`config.mk`:
```
export PLATFORM = sky130hd
export DESIGN_NAME = ndtb_div
export DESIGN_NICKNAME = d
export VERILOG_FILES = /design/src/rtl/nd_block_tile_bounds_macros.svh /design/src/rtl/ndtb_pkg.sv /design/src/rtl/ndtb_div.sv
export SDC_FILE = /design/constraint.sdc
export NUM_CORES = 1
export LEC_CHECK = 0
export BUFFER_PORTS_ARGS = -buffer_cell sky130_fd_sc_hd__buf_2
export CAP_MARGIN = 20
export CORE_ASPECT_RATIO = 1.75
export CORE_MARGIN = 2
export CORE_UTILIZATION = 35
export DETAILED_ROUTE_END_ITERATION = 8
export SYNTH_ARGS = -nofsm -noshare
export SYNTH_HDL_FRONTEND = slang
export SYNTH_SLANG_ARGS = --single-unit
```
`constraint.sdc`:
```
create_clock -name clk -period 5.3 [get_ports clk]
set_clock_uncertainty 0.2 [all_clocks]
set_input_delay 0.265 -clock clk [delete_from_list [all_inputs] [get_ports clk]]
set_output_delay 0.265 -clock clk [all_outputs]
set_load 0.01 [all_outputs]
```
`src/rtl/nd_block_tile_bounds_macros.svh`:
```
// Assertion helpers shared by the tile bounds block.
// Every macro samples on clk and stays quiet while rst is high.
`ifndef ND_BLOCK_TILE_BOUNDS_MACROS_SVH
`define ND_BLOCK_TILE_BOUNDS_MACROS_SVH

// Condition c must hold in the same cycle as a.
`define NDTB_ASSERT_IMP(lbl, a, c, msg) \
  lbl: assert property (@(posedge clk) disable iff (rst) (a) |-> (c)) else $error(msg);

// Condition c must hold in the cycle after a.
`define NDTB_ASSERT_NXT(lbl, a, c, msg) \
  lbl: assert property (@(posedge clk) disable iff (rst) (a) |=> (c)) else $error(msg);

`endif

```
`src/rtl/ndtb_pkg.sv`:
```
package ndtb_pkg;

  localparam int MAX_DIMS_DEF = 7;
  localparam int DIV_W        = 32;
  localparam logic [31:0] TILE_CAP = 32'h8000_0000;

  // Item kinds carried on s_tuser
  localparam logic KIND_LOAD = 1'b0;
  localparam logic KIND_REQ  = 1'b1;

  // Configuration register indexes
  localparam logic REG_ARRAY_DIMS = 1'b0;
  localparam logic REG_BLOCK_DIMS = 1'b1;

  typedef enum logic [2:0] {
    OC_OK        = 3'd0,
    OC_NO_TILE   = 3'd1,
    OC_BAD_BDIMS = 3'd2,
    OC_BAD_SIZE  = 3'd3,
    OC_BAD_NUM   = 3'd4
  } outcome_t;

  typedef enum logic [3:0] {
    ST_IDLE,
    ST_CHECK,
    ST_EXT,
    ST_DIVW,
    ST_MUL,
    ST_CMP,
    ST_DSTART,
    ST_DDIVW,
    ST_DEMIT,
    ST_STAT
  } state_t;

  typedef struct packed {
    logic             start;
    logic [DIV_W-1:0] num;
    logic [DIV_W-1:0] den;
  } div_req_t;

  typedef struct packed {
    logic             busy;
    logic             done;
    logic [DIV_W-1:0] quo;
    logic [DIV_W-1:0] rem;
  } div_rsp_t;

endpackage

```
`src/rtl/ndtb_div.sv`:
```
module ndtb_div
  import ndtb_pkg::*;
(
  input  logic     clk,
  input  logic     rst,
  input  div_req_t req,
  output div_rsp_t rsp
);

  localparam int CNT_W = $clog2(DIV_W);

  logic             busy;
  logic             done;
  logic [CNT_W-1:0] cnt;
  logic [DIV_W-1:0] rem;
  logic [DIV_W-1:0] quo;
  logic [DIV_W-1:0] den;
  logic [DIV_W:0]   shifted;
  logic [DIV_W:0]   diff;
  logic             qbit;

  // One restoring step: shift in the next dividend bit, subtract if it fits
  always_comb begin
    shifted = {rem, quo[DIV_W-1]};
    diff    = shifted - {1'b0, den};
    qbit    = (shifted >= {1'b0, den});
  end

  always_ff @(posedge clk) begin
    if (rst) begin
      busy <= 1'b0;
      done <= 1'b0;
      cnt  <= '0;
    end else begin
      done <= 1'b0;
      if (req.start) begin
        busy <= 1'b1;
        cnt  <= '0;
      end else if (busy) begin
        cnt <= cnt + CNT_W'(1);
        if (cnt == CNT_W'(DIV_W - 1)) begin
          busy <= 1'b0;
          done <= 1'b1;
        end
      end
    end
  end

  // Hold the working remainder and quotient
  always_ff @(posedge clk) begin
    if (req.start) begin
      rem <= '0;
      quo <= req.num;
      den <= req.den;
    end else if (busy) begin
      rem <= qbit ? diff[DIV_W-1:0] : shifted[DIV_W-1:0];
      quo <= {quo[DIV_W-2:0], qbit};
    end
  end

  assign rsp.busy = busy;
  assign rsp.done = done;
  assign rsp.quo  = quo;
  assign rsp.rem  = rem;

endmodule

```
==> impl_metrics.py <==
metrics = {
    "die": {
        "start_util_pct": 35.5,
        "die_area_um2": 18200,
        "die_h_um": 177,
        "die_x_um": 103,
        "ioPinCount": 133,
        "placeableCoreArea_um2": 16900,
        "rows": 63,
    },
    "detailed_routing": {
        "detail_route.iter0.violations": 150,
        "drt-wirelength-per-cell_um": 15.6,
        "vias_per_cell": 5.02,
        "route.vias.total": 4885,
        "firstDrtPassIters": 4,
        "detail-route-antenna-nets": 0,
        "routed_wl_mm": 15.2,
        "drcViolationCount": 0,
    },
    "power_and_ir_drop": {
        "power_leakage_nw": 3.26,
        "irDropWorstVdd_uv": 211,
        "power-per-cell-area_nw_per_um2": 285,
    },
    "sta": {
        "relSlewSlack_pct": 42.0,
        "fin_crit_sh_pct": 69.7,
        "hold_viol_final": 0,
        "rsz0062_at_grt": "no",
        "worstMarginPinSlew_ps": 866,
        "total_setup_violations_reported_at_the_end_of_the_flow": 0,
        "max_clock_freq_mhz": 271,
        "drv_slew": 0,
        "tns_ps": 0,
        "period_needed_ps": 3690,
    },
    "cts": {
        "post_cts.repair.setup_buffers": 0,
        "clockRootBuffer": "sky130_fd_sc_hd__clkbuf_16",
        "clock_latency_late_sink_ps": 360,
        "cts_tree": "done",
        "cts.htree.levels": 3,
        "clkSlewWorstSetupHoldPaths_ps": 80,
        "cts_inserted_buffers": 9,
        "cts_buffer_depth": 2,
        "clkSinkCount": 103,
    },
    "critical_path": {
        "critical_path_arrival_ps": 3740,
        "critical_path.max_fanout": 25,
        "worst_setup_path_start_kind": "register",
        "crit_required_ps": 5350,
        "end_kind": "register",
        "timing_worst_setup_path_type": "register to register",
    },
    "synth": {
        "dominant_combinational_cell_family_by_area_after_synthesis": "compound AO/OA/AOI/OAI gates",
        "synth_adder_area_share_pct": 7.44,
        "yosys.area_share.simple_pct": 9.99,
        "synthCells": 578,
        "synth_sequential_area_ratio_pct": 45.1,
        "synth_compound_gate_area_share_pct": 16.5,
        "post_synth_num_cell_types": 59,
        "synth.net_count": 680,
        "synth_largest_area_cell": "sky130_fd_sc_hd__edfxtp_1",
        "synth_async_sr_flop_share_pct": 0,
        "synth_common_cells": "64 x sky130_fd_sc_hd__edfxtp_1, 45 x sky130_fd_sc_hd__inv_1, 41 x sky130_fd_sc_hd__nand2_1",
        "post_synthesis_mux_area_share_pct": 10.7,
        "synth_most_common_cell": "sky130_fd_sc_hd__edfxtp_1",
        "synth.ff_latch_count": 103,
        "synth.top_cells.by_area": "sky130_fd_sc_hd__edfxtp_1 32%, sky130_fd_sc_hd__dfxtp_1 13%, sky130_fd_sc_hd__ha_1 7.1%",
        "syn-mean-instance-area_um2": 10.4,
        "post_synth_xor_area_fraction_pct": 4.53,
        "synth-edff-count": 64,
        "syn_area_um2": 5990,
        "leading_register_cell_type_out_of_synthesis": "sky130_fd_sc_hd__edfxtp_1",
        "yosys.area.top_type_share_pct": 32.1,
        "synth-warning-count": 0,
    },
    "cells_and_area": {
        "final_nets": 843,
        "seqCellArea_um2": 2700,
        "drive_above_1_share_pct": 26.0,
        "layout_area_growth_over_synthesis_pct": 26.5,
        "area_of_the_multi_input_gates_um2": 2950,
        "final.fill_count": 1691,
        "antenna_cells": 0,
        "fin_util_pct": 44.9,
    },
    "run_status": {
        "result_of_the_run": "finished, final reports clean",
    },
    "worst_hold_path": {
        "min_path_type": "input pin to register",
    },
    "flow_run": {
        "max-cap-violations": 0,
    },
    "global_route": {
        "maximum_number_of_pins_on_one_net_before_global_route_repair": 54,
        "globalRouteOverflowTotal": 0,
        "global_route_wire_length_before_repair_mm": 24.3,
        "grt_use_total_pct": 17.1,
        "antenna_found_initial": 0,
        "first_global_vias": 5077,
    },
    "placement": {
        "gp_congestion": 0.897,
        "io_buffers": 132,
        "place_hpwl_mm": 11.1,
    },
}
## path summary, 6_finish.rpt
check / slack [ps] / startpoint / depth (start not counted) / end
worst max register to register: 1610 / den[6]$_DFFE_PP_ / 12 / rem[1]$_SDFFE_PP0P_
worst min register to register: 290 / rem[19]$_SDFFE_PP0P_ / 2 / rem[19]$_SDFFE_PP0P_
worst min-delay path: 10 / req[41] / 2 / quo[9]$_DFFE_PP_
worst max-delay path: 1610 / den[6]$_DFFE_PP_ / 12 / rem[1]$_SDFFE_PP0P_
## repair_timing
action / CTS / global route
hold endpoints to repair: 53 / 1
hold buffers: 47 / 1
resized for setup: 0 / 0
setup endpoints to repair: 0 / 0
## worst max-delay path, stage by stage, from the launching register on
cell                        delay [ps]
sky130_fd_sc_hd__edfxtp_1          330
sky130_fd_sc_hd__inv_1              40
sky130_fd_sc_hd__ha_1              370
sky130_fd_sc_hd__nand4_1           110
sky130_fd_sc_hd__nor2_1            170
sky130_fd_sc_hd__a21boi_2          250
sky130_fd_sc_hd__o311ai_2          140
sky130_fd_sc_hd__a31o_4            290
sky130_fd_sc_hd__o2bb2ai_2         170
sky130_fd_sc_hd__o211ai_4          730
sky130_fd_sc_hd__buf_4             420
sky130_fd_sc_hd__nor3_1             90
sky130_fd_sc_hd__a221o_1           280
## registers in the layout, summed over array words and instances (netlist names)
register,cells
den,32
quo,32
rem,32
cnt,5
busy,1
done,1
## final cells by class
| type | instances | area share (%) |
|---|---|---|
| Multi-Input combinational cell | 397 | 38.9 |
| Sequential cell | 103 | 35.7 |
| Timing Repair Buffer | 185 | 15.6 |
| Tap cell | 227 | 3.75 |
| Clock buffer | 9 | 2.97 |
| Inverter | 45 | 2.23 |
| Clock inverter | 7 | 0.892 |
## report_power, final
group / switching, W / leakage, nW / total (W) / internal [W]
registers: 0.0000395 / 0.954 / 0.000964 / 0.000925
clock network: 0.000335 / 0.148 / 0.000671 / 0.000335
logic: 0.000291 / 2.16 / 0.000527 / 0.000236
total: 0.000666 / 3.26 / 0.00216 / 0.00150
## per-stage QoR
step | cell area (um2) | cells | setup WS, ps | total power, W | hold slack (ps)
after floorplan | 5990 | 578 | 2320 | 0.00133 | 137
after detailed placement | 6800 | 908 | 1560 | 0.00148 | 243
after global routing | 7580 | 973 | 1240 | 0.00227 | 9.15
final | 7580 | 973 | 1610 | 0.00216 | 10.3
after global placement | 6800 | 908 | 1670 | 0.00148 | 242
after CTS | 7560 | 971 | 1550 | 0.00219 | 0.229
## logic make-up (layout without fill, tap and decap cells)
logic type	after synthesis	count (layout)
AO/OA/AOI/OAI	141	141
AND/OR/NAND/NOR	130	130
adder cells (fa/ha/maj)	35	35
buffers and inverters	78	246
multiplexers	60	60
flip-flops	103	103
XOR/XNOR	31	31
## cell usage in the layout, fill, tap and decap left out, drive strengths merged, types with 16 or more instances in the layout
cell | netlist | layout
a21oi | 30 | 30
nand2 | 41 | 41
xnor2 | 16 | 16
nor2 | 38 | 38
o21ai | 25 | 25
edfxtp | 64 | 64
a211oi | 21 | 21
ha | 34 | 34
mux2 | 33 | 33
mux2i | 27 | 27
dfxtp | 39 | 39
dlygate4sd3 | 0 | 48
inv | 45 | 51
buf | 11 | 137
## metal layers
layer,global-route usage [%],routed length (um),vias up
met2,30.8,8110,122
met4,7.35,432,0
met3,3.36,687,26
li1,-,-,2432
met5,0,0,-
met1,19.0,5970,2305
Note: power is estimated with default switching activity, not from simulation.
